`src/rtl/core/idhs_pkg.sv`:
```
`timescale 1ns / 1ps
`default_nettype none

package idhs_pkg;

	localparam int ID_W   = 32;
	localparam int TIME_W = 24;
	localparam int BYTE_W = 8;
	localparam int CFG_INDEX_W = 2;
	localparam int CFG_DATA_W  = 32;

	localparam logic [BYTE_W-1:0] LEAD_ID        = 8'h00;
	localparam logic [BYTE_W-1:0] LEAD_FIRST_HS  = 8'h01;
	localparam logic [BYTE_W-1:0] LEAD_THIRD_HS  = 8'h03;
	localparam logic [BYTE_W-1:0] FRAME_LEN_OK   = 8'h05;

	typedef enum logic {
		OP_ID_CHANNEL = 1'b0,
		OP_HS_CHANNEL = 1'b1
	} op_t;

	typedef enum logic [1:0] {
		SEND_NONE   = 2'd0,
		SEND_STATUS = 2'd1,
		SEND_REPLY  = 2'd2
	} send_kind_t;

	typedef enum logic [2:0] {
		ST_NONE       = 3'd0,
		ST_SUCCESS    = 3'd1,
		ST_ID_FORMAT  = 3'd2,
		ST_OTHER_USER = 3'd3,
		ST_TIME_MISMATCH = 3'd4
	} status_t;

	typedef enum logic [CFG_INDEX_W-1:0] {
		CFG_DEVICE_BONDED = 2'd0,
		CFG_STORED_USER_ID = 2'd1,
		CFG_WHITELIST_ADV = 2'd2
	} cfg_index_t;

endpackage

`default_nettype wire

```
`src/rtl/core/idhs_if.sv`:
```
`timescale 1ns / 1ps
`default_nettype none

interface idhs_req_if;
	logic                       valid;
	logic                       ready;
	logic                       op;
	logic [idhs_pkg::BYTE_W-1:0] frame_length;
	logic [idhs_pkg::BYTE_W-1:0] byte0;
	logic [idhs_pkg::BYTE_W-1:0] byte1;
	logic [idhs_pkg::BYTE_W-1:0] byte2;
	logic [idhs_pkg::BYTE_W-1:0] byte3;
	logic [idhs_pkg::BYTE_W-1:0] byte4;
	logic [idhs_pkg::BYTE_W-1:0] random_byte;

	modport source (
		output valid, op, frame_length, byte0, byte1, byte2, byte3, byte4, random_byte,
		input  ready
	);
	modport sink (
		input  valid, op, frame_length, byte0, byte1, byte2, byte3, byte4, random_byte,
		output ready
	);
endinterface

interface idhs_rsp_if;
	logic                        valid;
	logic                        ready;
	idhs_pkg::send_kind_t        send_kind;
	idhs_pkg::status_t           status_code;
	logic [idhs_pkg::BYTE_W-1:0] reply_time0;
	logic [idhs_pkg::BYTE_W-1:0] reply_time1;
	logic [idhs_pkg::BYTE_W-1:0] reply_time2;
	logic [idhs_pkg::BYTE_W-1:0] reply_mask;
	logic                        drop_link;
	logic                        id_accepted;
	logic                        id_differs;
	logic                        link_ready;
	logic [idhs_pkg::ID_W-1:0]   current_user_id;

	modport source (
		output valid, send_kind, status_code, reply_time0, reply_time1, reply_time2,
			reply_mask, drop_link, id_accepted, id_differs, link_ready, current_user_id,
		input  ready
	);
	modport sink (
		input  valid, send_kind, status_code, reply_time0, reply_time1, reply_time2,
			reply_mask, drop_link, id_accepted, id_differs, link_ready, current_user_id,
		output ready
	);
endinterface

interface idhs_cfg_if;
	logic                             valid;
	logic                             ready;
	logic [idhs_pkg::CFG_INDEX_W-1:0] index;
	logic [idhs_pkg::CFG_DATA_W-1:0]  data;

	modport source (
		output valid, index, data,
		input  ready
	);
	modport sink (
		input  valid, index, data,
		output ready
	);
endinterface

`default_nettype wire

```
`src/rtl/core/id_check_and_handshake.sv`:
```
`timescale 1ns / 1ps
`default_nettype none

// Checks one received five-byte frame per request: ID frames against the bound user ID under
// the bonded and whitelist modes, first handshake frames answered with a re-masked time, third
// handshake frames compared with the stored time. One request can be accepted every cycle unless
// the input register is full and cannot pass its request on; its result moves from the input
// register through the single compare-and-XOR stage into the result register and is offered
// until taken. A waiting result stalls the input only once the input register is also full.
// Configuration writes are held off while a request sits in the input register and should only
// be issued while no request is in flight; indexes beyond two are ignored.
module id_check_and_handshake (
	input  wire logic clk,
	input  wire logic arst_n,
	idhs_req_if.sink   req,
	idhs_rsp_if.source rsp,
	idhs_cfg_if.sink   cfg
);
	import idhs_pkg::*;

	logic              valid_s1;
	logic              op_s1;
	logic [BYTE_W-1:0] len_s1;
	logic [BYTE_W-1:0] lead_s1;
	logic [BYTE_W-1:0] b1_s1;
	logic [BYTE_W-1:0] b2_s1;
	logic [BYTE_W-1:0] b3_s1;
	logic [BYTE_W-1:0] b4_s1;
	logic [BYTE_W-1:0] rnd_s1;

	logic              bonded_q;
	logic [ID_W-1:0]   received_id_q;
	logic [ID_W-1:0]   user_id_q;
	logic              whitelist_q;
	logic              id_rx_flag_q;
	logic              id_chg_flag_q;
	logic              connected_q;
	logic [TIME_W-1:0] first_time_q;

	logic              out_valid_q;
	send_kind_t        kind_q;
	status_t           status_q;
	logic [BYTE_W-1:0] r0_q;
	logic [BYTE_W-1:0] r1_q;
	logic [BYTE_W-1:0] r2_q;
	logic [BYTE_W-1:0] rm_q;
	logic              drop_q;

	logic              advance;
	logic              fire;

	send_kind_t        kind_d;
	status_t           status_d;
	logic [BYTE_W-1:0] r0_d;
	logic [BYTE_W-1:0] r1_d;
	logic [BYTE_W-1:0] r2_d;
	logic [BYTE_W-1:0] rm_d;
	logic              drop_d;
	logic [ID_W-1:0]   received_id_d;
	logic [ID_W-1:0]   user_id_d;
	logic              whitelist_d;
	logic              id_rx_flag_d;
	logic              id_chg_flag_d;
	logic              connected_d;
	logic [TIME_W-1:0] first_time_d;
	logic [TIME_W-1:0] unmasked_time;
	logic [ID_W-1:0]   frame_id;
	logic              len_ok;

	assign advance   = !out_valid_q || rsp.ready;
	assign fire      = valid_s1 && advance;
	assign req.ready = !valid_s1 || advance;
	assign cfg.ready = !valid_s1;

	always_ff @(posedge clk or negedge arst_n) begin
		if (!arst_n) begin
			valid_s1 <= 1'b0;
		end else if (req.ready) begin
			valid_s1 <= req.valid;
		end
	end

	always_ff @(posedge clk) begin
		if (req.valid && req.ready) begin
			op_s1   <= req.op;
			len_s1  <= req.frame_length;
			lead_s1 <= req.byte0;
			b1_s1   <= req.byte1;
			b2_s1   <= req.byte2;
			b3_s1   <= req.byte3;
			b4_s1   <= req.byte4;
			rnd_s1  <= req.random_byte;
		end
	end

	assign unmasked_time = {b3_s1 ^ b4_s1, b2_s1 ^ b4_s1, b1_s1 ^ b4_s1};
	assign frame_id      = {b4_s1, b3_s1, b2_s1, b1_s1};
	assign len_ok        = (len_s1 == FRAME_LEN_OK);

	always_comb begin
		kind_d        = SEND_NONE;
		status_d      = ST_NONE;
		r0_d          = '0;
		r1_d          = '0;
		r2_d          = '0;
		rm_d          = '0;
		drop_d        = 1'b0;
		received_id_d = received_id_q;
		user_id_d     = user_id_q;
		whitelist_d   = whitelist_q;
		id_rx_flag_d  = id_rx_flag_q;
		id_chg_flag_d = id_chg_flag_q;
		connected_d   = connected_q;
		first_time_d  = first_time_q;
		if (op_s1 == OP_ID_CHANNEL) begin
			id_rx_flag_d = 1'b0;
			first_time_d = '0;
			if (lead_s1 == LEAD_ID && len_ok) begin
				received_id_d = frame_id;
				if (bonded_q) begin
					if (whitelist_q) begin
						if (frame_id == user_id_q) begin
							id_rx_flag_d  = 1'b1;
							id_chg_flag_d = 1'b0;
						end else begin
							kind_d   = SEND_STATUS;
							status_d = ST_OTHER_USER;
							drop_d   = 1'b1;
						end
					end else begin
						id_rx_flag_d  = 1'b1;
						id_chg_flag_d = (frame_id != user_id_q);
					end
				end else begin
					id_rx_flag_d  = 1'b1;
					id_chg_flag_d = 1'b1;
				end
			end else begin
				kind_d   = SEND_STATUS;
				status_d = ST_ID_FORMAT;
				drop_d   = 1'b1;
			end
		end else if (len_ok) begin
			case (lead_s1)
				LEAD_FIRST_HS: begin
					first_time_d = unmasked_time;
					kind_d       = SEND_REPLY;
					r0_d         = unmasked_time[7:0] ^ rnd_s1;
					r1_d         = unmasked_time[15:8] ^ rnd_s1;
					r2_d         = unmasked_time[23:16] ^ rnd_s1;
					rm_d         = rnd_s1;
				end
				LEAD_THIRD_HS: begin
					kind_d = SEND_STATUS;
					if (unmasked_time == first_time_q) begin
						status_d    = ST_SUCCESS;
						user_id_d   = received_id_q;
						whitelist_d = 1'b1;
						connected_d = 1'b1;
					end else begin
						status_d = ST_TIME_MISMATCH;
						drop_d   = 1'b1;
					end
				end
				default: begin
				end
			endcase
		end
	end

	always_ff @(posedge clk or negedge arst_n) begin
		if (!arst_n) begin
			bonded_q      <= 1'b0;
			received_id_q <= '0;
			user_id_q     <= '0;
			whitelist_q   <= 1'b0;
			id_rx_flag_q  <= 1'b0;
			id_chg_flag_q <= 1'b0;
			connected_q   <= 1'b0;
			first_time_q  <= '0;
		end else if (fire) begin
			received_id_q <= received_id_d;
			user_id_q     <= user_id_d;
			whitelist_q   <= whitelist_d;
			id_rx_flag_q  <= id_rx_flag_d;
			id_chg_flag_q <= id_chg_flag_d;
			connected_q   <= connected_d;
			first_time_q  <= first_time_d;
		end else if (cfg.valid && cfg.ready) begin
			case (cfg.index)
				CFG_DEVICE_BONDED:  bonded_q    <= cfg.data[0];
				CFG_STORED_USER_ID: user_id_q   <= cfg.data[ID_W-1:0];
				CFG_WHITELIST_ADV:  whitelist_q <= cfg.data[0];
				default: begin
				end
			endcase
		end
	end

	always_ff @(posedge clk or negedge arst_n) begin
		if (!arst_n) begin
			out_valid_q <= 1'b0;
		end else if (advance) begin
			out_valid_q <= valid_s1;
		end
	end

	always_ff @(posedge clk) begin
		if (fire) begin
			kind_q   <= kind_d;
			status_q <= status_d;
			r0_q     <= r0_d;
			r1_q     <= r1_d;
			r2_q     <= r2_d;
			rm_q     <= rm_d;
			drop_q   <= drop_d;
		end
	end

	assign rsp.valid           = out_valid_q;
	assign rsp.send_kind       = kind_q;
	assign rsp.status_code     = status_q;
	assign rsp.reply_time0     = r0_q;
	assign rsp.reply_time1     = r1_q;
	assign rsp.reply_time2     = r2_q;
	assign rsp.reply_mask      = rm_q;
	assign rsp.drop_link       = drop_q;
	assign rsp.id_accepted     = id_rx_flag_q;
	assign rsp.id_differs      = id_chg_flag_q;
	assign rsp.link_ready      = connected_q;
	assign rsp.current_user_id = user_id_q;

	a_status_only_with_status_frame: assert property (
		@(posedge clk) disable iff (!arst_n)
		rsp.valid && rsp.send_kind != SEND_STATUS |-> rsp.status_code == ST_NONE
	) else $error("status code set without a status frame");

	a_reply_only_with_reply_frame: assert property (
		@(posedge clk) disable iff (!arst_n)
		rsp.valid && rsp.send_kind != SEND_REPLY |->
			rsp.reply_mask == '0 && rsp.reply_time0 == '0 &&
			rsp.reply_time1 == '0 && rsp.reply_time2 == '0
	) else $error("reply bytes set without a reply frame");

	a_drop_only_on_error: assert property (
		@(posedge clk) disable iff (!arst_n)
		rsp.valid && rsp.drop_link |->
			rsp.send_kind == SEND_STATUS &&
			(rsp.status_code == ST_ID_FORMAT || rsp.status_code == ST_OTHER_USER ||
			 rsp.status_code == ST_TIME_MISMATCH)
	) else $error("disconnect requested without an error status");

	a_link_rises_on_success: assert property (
		@(posedge clk) disable iff (!arst_n)
		$rose(connected_q) |-> out_valid_q && kind_q == SEND_STATUS && status_q == ST_SUCCESS
	) else $error("link became ready without a successful handshake");

endmodule

`default_nettype wire
```
`src/flat_wrapper.sv`:
```
// flat-port wrapper written by rule: the top's interface ports become plain ports
module id_check_and_handshake_flat import idhs_pkg::*;
  (clk, arst_n, req_valid, req_op, req_frame_length, req_byte0, req_byte1, req_byte2, req_byte3, req_byte4, req_random_byte, req_ready, rsp_valid, rsp_send_kind, rsp_status_code, rsp_reply_time0, rsp_reply_time1, rsp_reply_time2, rsp_reply_mask, rsp_drop_link, rsp_id_accepted, rsp_id_differs, rsp_link_ready, rsp_current_user_id, rsp_ready, cfg_valid, cfg_index, cfg_data, cfg_ready);
  idhs_req_if req_i ();
  idhs_rsp_if rsp_i ();
  idhs_cfg_if cfg_i ();
  input  wire logic clk;
  input  wire logic arst_n;
  input wire logic [$bits(req_i.valid)-1:0] req_valid;
  input wire logic [$bits(req_i.op)-1:0] req_op;
  input wire logic [$bits(req_i.frame_length)-1:0] req_frame_length;
  input wire logic [$bits(req_i.byte0)-1:0] req_byte0;
  input wire logic [$bits(req_i.byte1)-1:0] req_byte1;
  input wire logic [$bits(req_i.byte2)-1:0] req_byte2;
  input wire logic [$bits(req_i.byte3)-1:0] req_byte3;
  input wire logic [$bits(req_i.byte4)-1:0] req_byte4;
  input wire logic [$bits(req_i.random_byte)-1:0] req_random_byte;
  output wire logic [$bits(req_i.ready)-1:0] req_ready;
  output wire logic [$bits(rsp_i.valid)-1:0] rsp_valid;
  output wire logic [$bits(rsp_i.send_kind)-1:0] rsp_send_kind;
  output wire logic [$bits(rsp_i.status_code)-1:0] rsp_status_code;
  output wire logic [$bits(rsp_i.reply_time0)-1:0] rsp_reply_time0;
  output wire logic [$bits(rsp_i.reply_time1)-1:0] rsp_reply_time1;
  output wire logic [$bits(rsp_i.reply_time2)-1:0] rsp_reply_time2;
  output wire logic [$bits(rsp_i.reply_mask)-1:0] rsp_reply_mask;
  output wire logic [$bits(rsp_i.drop_link)-1:0] rsp_drop_link;
  output wire logic [$bits(rsp_i.id_accepted)-1:0] rsp_id_accepted;
  output wire logic [$bits(rsp_i.id_differs)-1:0] rsp_id_differs;
  output wire logic [$bits(rsp_i.link_ready)-1:0] rsp_link_ready;
  output wire logic [$bits(rsp_i.current_user_id)-1:0] rsp_current_user_id;
  input wire logic [$bits(rsp_i.ready)-1:0] rsp_ready;
  input wire logic [$bits(cfg_i.valid)-1:0] cfg_valid;
  input wire logic [$bits(cfg_i.index)-1:0] cfg_index;
  input wire logic [$bits(cfg_i.data)-1:0] cfg_data;
  output wire logic [$bits(cfg_i.ready)-1:0] cfg_ready;
  assign req_i.valid = req_valid;
  assign req_i.op = req_op;
  assign req_i.frame_length = req_frame_length;
  assign req_i.byte0 = req_byte0;
  assign req_i.byte1 = req_byte1;
  assign req_i.byte2 = req_byte2;
  assign req_i.byte3 = req_byte3;
  assign req_i.byte4 = req_byte4;
  assign req_i.random_byte = req_random_byte;
  assign req_ready = req_i.ready;
  assign rsp_valid = rsp_i.valid;
  assign rsp_send_kind = rsp_i.send_kind;
  assign rsp_status_code = rsp_i.status_code;
  assign rsp_reply_time0 = rsp_i.reply_time0;
  assign rsp_reply_time1 = rsp_i.reply_time1;
  assign rsp_reply_time2 = rsp_i.reply_time2;
  assign rsp_reply_mask = rsp_i.reply_mask;
  assign rsp_drop_link = rsp_i.drop_link;
  assign rsp_id_accepted = rsp_i.id_accepted;
  assign rsp_id_differs = rsp_i.id_differs;
  assign rsp_link_ready = rsp_i.link_ready;
  assign rsp_current_user_id = rsp_i.current_user_id;
  assign rsp_i.ready = rsp_ready;
  assign cfg_i.valid = cfg_valid;
  assign cfg_i.index = cfg_index;
  assign cfg_i.data = cfg_data;
  assign cfg_ready = cfg_i.ready;
  id_check_and_handshake u_core (.clk(clk), .arst_n(arst_n), .req(req_i), .rsp(rsp_i), .cfg(cfg_i));
endmodule
```
`config.mk`:
```
export PLATFORM = sky130hd
export DESIGN_NAME = id_check_and_handshake_flat
export DESIGN_NICKNAME = d
export VERILOG_FILES = /design/src/rtl/core/idhs_pkg.sv /design/src/rtl/core/idhs_if.sv /design/src/rtl/core/id_check_and_handshake.sv /design/src/flat_wrapper.sv
export SDC_FILE = /design/constraint.sdc
export NUM_CORES = 1
export LEC_CHECK = 0
export ABC_AREA = 0
export BUFFER_PORTS_ARGS = -buffer_cell sky130_fd_sc_hd__buf_2
export CAP_MARGIN = 20
export CORE_MARGIN = 2
export CORE_UTILIZATION = 40
export CTS_BUF_LIST = sky130_fd_sc_hd__clkbuf_2 sky130_fd_sc_hd__clkbuf_4 sky130_fd_sc_hd__clkbuf_8
export DETAILED_ROUTE_END_ITERATION = 12
export PLACE_DENSITY = 0.68
export SLEW_MARGIN = 30
export SYNTH_ARGS = -nofsm -noshare
export SYNTH_HDL_FRONTEND = slang
export SYNTH_SLANG_ARGS = --single-unit
```
`constraint.sdc`:
```
create_clock -name clk -period 6.8 [get_ports clk]
set_clock_uncertainty 0.1 [all_clocks]
set_input_delay 1.36 -clock clk [delete_from_list [all_inputs] [get_ports clk]]
set_output_delay 1.36 -clock clk [all_outputs]
set_load 0.05 [all_outputs]
```
== Word level (Yosys, flattened, before mapping) ==
Index checks and enable logic that the tools add are counted.
W data, S select, Z words.
Storage, ports and cells
  output and inout bits: 76
  bits of input ports: 96
  logic and storage cells: 117
  memories kept: 0
  bits in latches: 0
  bits in registers: 190
  memory bits (read-only): 0
  RAM bits: 0
Operators by class
  divide/modulo/power cells: 0
  mux-type cells: 47
  eq/ne operators: 15
  reductions and logical operators: 22
  bitwise gates (word level): 8
  multipliers: 0
  add/sub/neg operators: 0
  shift operators: 0
  magnitude comparators: 0
Operator list (count)
  $mux W32: 7
  $mux W24: 3
  $xor A8 B8 Y8: 6
  $eq A32 B32 Y1: 1
  $ne A32 B32 Y1: 1
  $eq A24 B24 Y1: 1
  $mux W1: 23
  $mux W3: 7
  $mux W2: 6
  $reduce_and A3 Y1: 4
  $reduce_and A6 Y1: 2
  $ne A2 B2 Y1 const B: 5
  $eq A8 B1 Y1 const B: 1
  $eq A8 B2 Y1 const B: 1
  $eq A8 B3 Y1 const B: 1
  $logic_not A8 Y1: 1
  $reduce_bool A2 Y1: 3
  $reduce_and A5 Y1: 1
  $logic_and A1 B1 Y1: 4
  $pmux W2 S2: 1
  $reduce_and A4 Y1: 1
  $ne A3 B3 Y1 const B: 1
  $eq A2 B1 Y1 const B: 1
  $eq A2 B2 Y1 const B: 1
  other kinds (6): 9

== Depth between registers and ports, before layout ==
  word-level depth: 7
  gate-level depth with buffers: 8
  gate-level depth less buffers: 6

== Worst setup path before layout ==
OpenSTA, ideal clock, no wires.
  kind: in2reg
  start point: in rsp_ready
  end point: reg u_core.user_id_q[22], in the netlist u_core.rsp.current_user_id[22]
  arrival: 3.740 ns
  setup time: 0.127 ns
  setup slack: 2.833 ns
  stages: 6
  required time: 6.573 ns
  cell sequence: nand2b_1 -> nand2_1 -> clkinv_1 -> buf_1 -> mux2_2 -> mux2_1
Between the ends
  cells in the longest elaborated chain, start to end: 4
Ends and longest elaborated chain
  start, declared: RTL line flat_wrapper.sv:31  | input wire logic [$bits(rsp_i.ready)-1:0] rsp_ready;
  $logic_or A1 B1 Y1 (*): RTL line id_check_and_handshake.sv:70  | assign advance = !out_valid_q || rsp.ready;
  $logic_and A1 B1 Y1 (*): RTL line id_check_and_handshake.sv:71  | assign fire = valid_s1 && advance;
  named net u_core.fire: RTL line id_check_and_handshake.sv:50  | logic fire;
  $ne A2 B1 Y1 (no source line) (tied with other cells)
  $reduce_and A6 Y1 (no source line)
  end signal, assigned: RTL line id_check_and_handshake.sv:183  | user_id_q <= user_id_d;
  end signal, assigned: RTL line id_check_and_handshake.sv:192  | CFG_STORED_USER_ID: user_id_q <= cfg.data[ID_W-1:0];
  end, declared: RTL line id_check_and_handshake.sv:33  | logic [ID_W-1:0] user_id_q;
The timed path passes the listed nets; every way through them passes the cells marked *.
A chain may end at the register's enable or synchronous reset.

== Worst setup path after layout ==
  start point: in rsp_ready
  end point: out req_ready
Between the ends
  cells in the longest elaborated chain, start to end: 2
Ends and longest elaborated chain
  $logic_or A1 B1 Y1: RTL line id_check_and_handshake.sv:70
  $logic_or A1 B1 Y1: RTL line id_check_and_handshake.sv:72  | assign req.ready = !valid_s1 || advance;
  end, declared: RTL line flat_wrapper.sv:18  | output wire logic [$bits(req_i.ready)-1:0] req_ready;
No other way between the ends.

==> qor.csv <==
metric,value,unit
CP max stage delay,320,ps
Leakage,4.29,nW
via count,4945,
Post-Synth XOR/XNOR Area,0.118,
"commonest non-fill, non-tap cells in the layout","buf_2, edfxtp_1, dfrtp_1",
buffer levels on the longest clock path,2,
most used cell along the critical path,buf_2,
# clock sinks,190,
number of routed nets with antenna violations,0,
largest net degree at the start of global routing,71,
post-synthesis mux area share,0.131,
initial antenna violation count,2,
"most common cell after layout, fill and taps aside",buf_2,
Fmax,0.275,GHz
Post-CTS Setup Bufs,0,
Post-Syn Area,8330,um^2
total track usage,0.173,
nets,832,
Tightest Pin Transition,843,ps
post-synthesis simple-gate area fraction,0.0613,
RSZ-0062 raised after global routing,false,
Final Setup Violations,0,
final setup TNS,0,ps
Crit path buffers/inverters,2,
Final Critical Period,3640,ps
Final WS setup,3160,ps
CP Launch Type,input pin,
CTS buffer count,17,
Syn Nets,672,
Final Max Tran Viols,0,
routed len/inst,18.1,um
Initial DRC Count,214,
Crit path max-delay family,simple AND/OR/NAND/NOR gates,
sequential fraction of the synthesis area,0.628,
Die Span Y,148,um
core area,20400,um^2
H-tree Lvls,4,
Hold/Removal Path Class,flop to flop,
# resized after CTS,0,
#FFs+latches synth,190,
Die Area,22000,um^2
IO Pins,172,
CTS tree,done,
top cell type's share of synthesized area,0.343,
Slowest cell on crit path,or2_2,
CP Class,input pin to output pin,
worst rel slew slack,0.438,
CP Capture Type,output pin,
Worst EP required,5340,ps
Clock Latency Late Sink,460,ps
Post-Synth Adder-Cell Area,0,
yosys warns,0,
Area contributors post-synth,"edfxtp_1, dfrtp_1, mux2_2",
dpl ws,3160,ps
status,completed,
Final period util,0.535,
Final Hold Vio Count,0,
total gr overflow,0,
syn_area_per_cell,14.5,um^2
TritonRoute pass-1 iters,6,
power per cell area,267,nW/um^2
input/output buffers,171,
total of max-cap violations,0,
final wirelength,18.5,mm
GPL Wtd Cong,0.794,
Die Width,148,um
P&R area growth vs syn,17.2,%
HPWL Detailed,13.2,mm
post-synthesis cell count,576,
first-pass GRT wire length,28.5,mm
worst-path cell chain,buf_2 -> nand2b_1 -> or2_2 -> buf_2,
# DRC,0,
Hold WS,370,ps
crit-path max FO,4,
CTS Hold Bufs,0,
largest family of logic cells by synthesized area,multiplexers,
"Clk pin slew, worst setup/hold paths",90,ps
Initial Util,0.409,
vias in the first global route,5029,
clock root cell,clkbuf_8,
Arrival @ worst endpoint,2180,ps
worst vdd ir,0.000153,V
Yosys top cell by area,edfxtp_1,
utilization after layout,0.479,
distinct cell type count after synthesis,37,
share of cells above drive strength 1,0.375,
post-synthesis compound-gate area fraction,0.0371,
vias per cell,4.84,
FP Rows,52,
-- stage by stage --
| stage | power (W) | area, um^2 | instances |
|---|---|---|---|
| CTS | 0.00263 | 9750 | 1019 |
| floorplan | 0.00180 | 8330 | 576 |
| global route | 0.00272 | 9760 | 1021 |
| finish | 0.00261 | 9760 | 1021 |
| global placement | 0.00197 | 9410 | 987 |
| detailed placement | 0.00197 | 9410 | 987 |
-- final timing paths --
check / from / endpoint / slack (ps) / cells past startpoint
worst min register to register: u_core.rsp.link_ready / u_core.rsp.link_ready / 370 / 1
worst max register to register: u_core.b4_s1[5] / u_core.rsp.current_user_id[16] / 3730 / 7
worst min-delay path: u_core.rsp.link_ready / u_core.rsp.link_ready / 370 / 1
max in group asynchronous: arst_n / u_core.received_id_q[17] / 4680 / 2
worst max-delay path: rsp_ready / req_ready / 3160 / 4
min in group asynchronous: arst_n / u_core.first_time_q[10] / 770 / 1
-- cell type report --
type	instances	area, um^2
timing repair buffer	178	915
tap	270	338
sequential	190	5230
fill	1799	10600
multi-input combinational	342	2900
clock inverter	13	92.6
antenna	2	5.00
inverter	7	26.3
clock buffer	19	249
-- state kept, by name (all words and copies together) (netlist names), 2 cells and up --
register and cells:
u_core.rsp.reply_time1 8, u_core.rsp.reply_time0 8, u_core.rsp.send_kind 2, u_core.rnd_s1 8
u_core.first_time_q 24, u_core.b2_s1 8, u_core.b1_s1 8, u_core.b4_s1 8
u_core.lead_s1 8, u_core.rsp.status_code 3, u_core.b3_s1 8, u_core.received_id_q 32
u_core.len_s1 8, u_core.rsp.reply_time2 8, u_core.rsp.current_user_id 32, u_core.rsp.reply_mask 8
-- power by group --
part	switching, W	internal, W
sequential	0.0000889	0.00130
combinational	0.000374	0.000178
clock	0.000400	0.000263
total	0.000863	0.00174
-- layer usage --
| metal | wire length (um) | track usage |
|---|---|---|
| met1 | 8840 | 0.245 |
| met2 | 8480 | 0.265 |
| met3 | 796 | 0.0359 |
| met4 | 379 | 0.0629 |
| met5 | 0 | 0 |
-- synth_stat cells --
cell	number
o31ai_1	1
clkinv_1	1
o22ai_1	3
clkbuf_1	19
nand3_1	4
o31ai_4	1
nand3b_1	1
and3_1	6
a211o_1	1
buf_6	3
o21bai_1	1
nor4b_1	4
mux2_1	30
nor3b_1	1
dfrtp_1	95
xor2_1	50
nor4_2	1
nor3_1	7
nor2_1	32
mux2_2	67
or3_1	2
buf_1	1
or4_4	1
nand2_1	8
or2_2	2
nand4_1	12
edfxtp_1	95
a21oi_1	2
nor4_1	4
and2_1	9
a21o_1	2
nand2b_1	2
buf_2	14
a22o_1	24
inv_1	6
xnor2_1	62
o21ai_0	2
-- cells by family after synthesis --
| kind of cell | count (synthesis) |
|---|---|
| AOI/OAI and AO/OA | 37 |
| xor gates and xnor gates | 112 |
| buffers and inverters | 44 |
| DFF | 190 |
| muxes | 97 |
| and+or+nand+nor | 96 |
No activity file was read; power rests on OpenSTA's default activity.
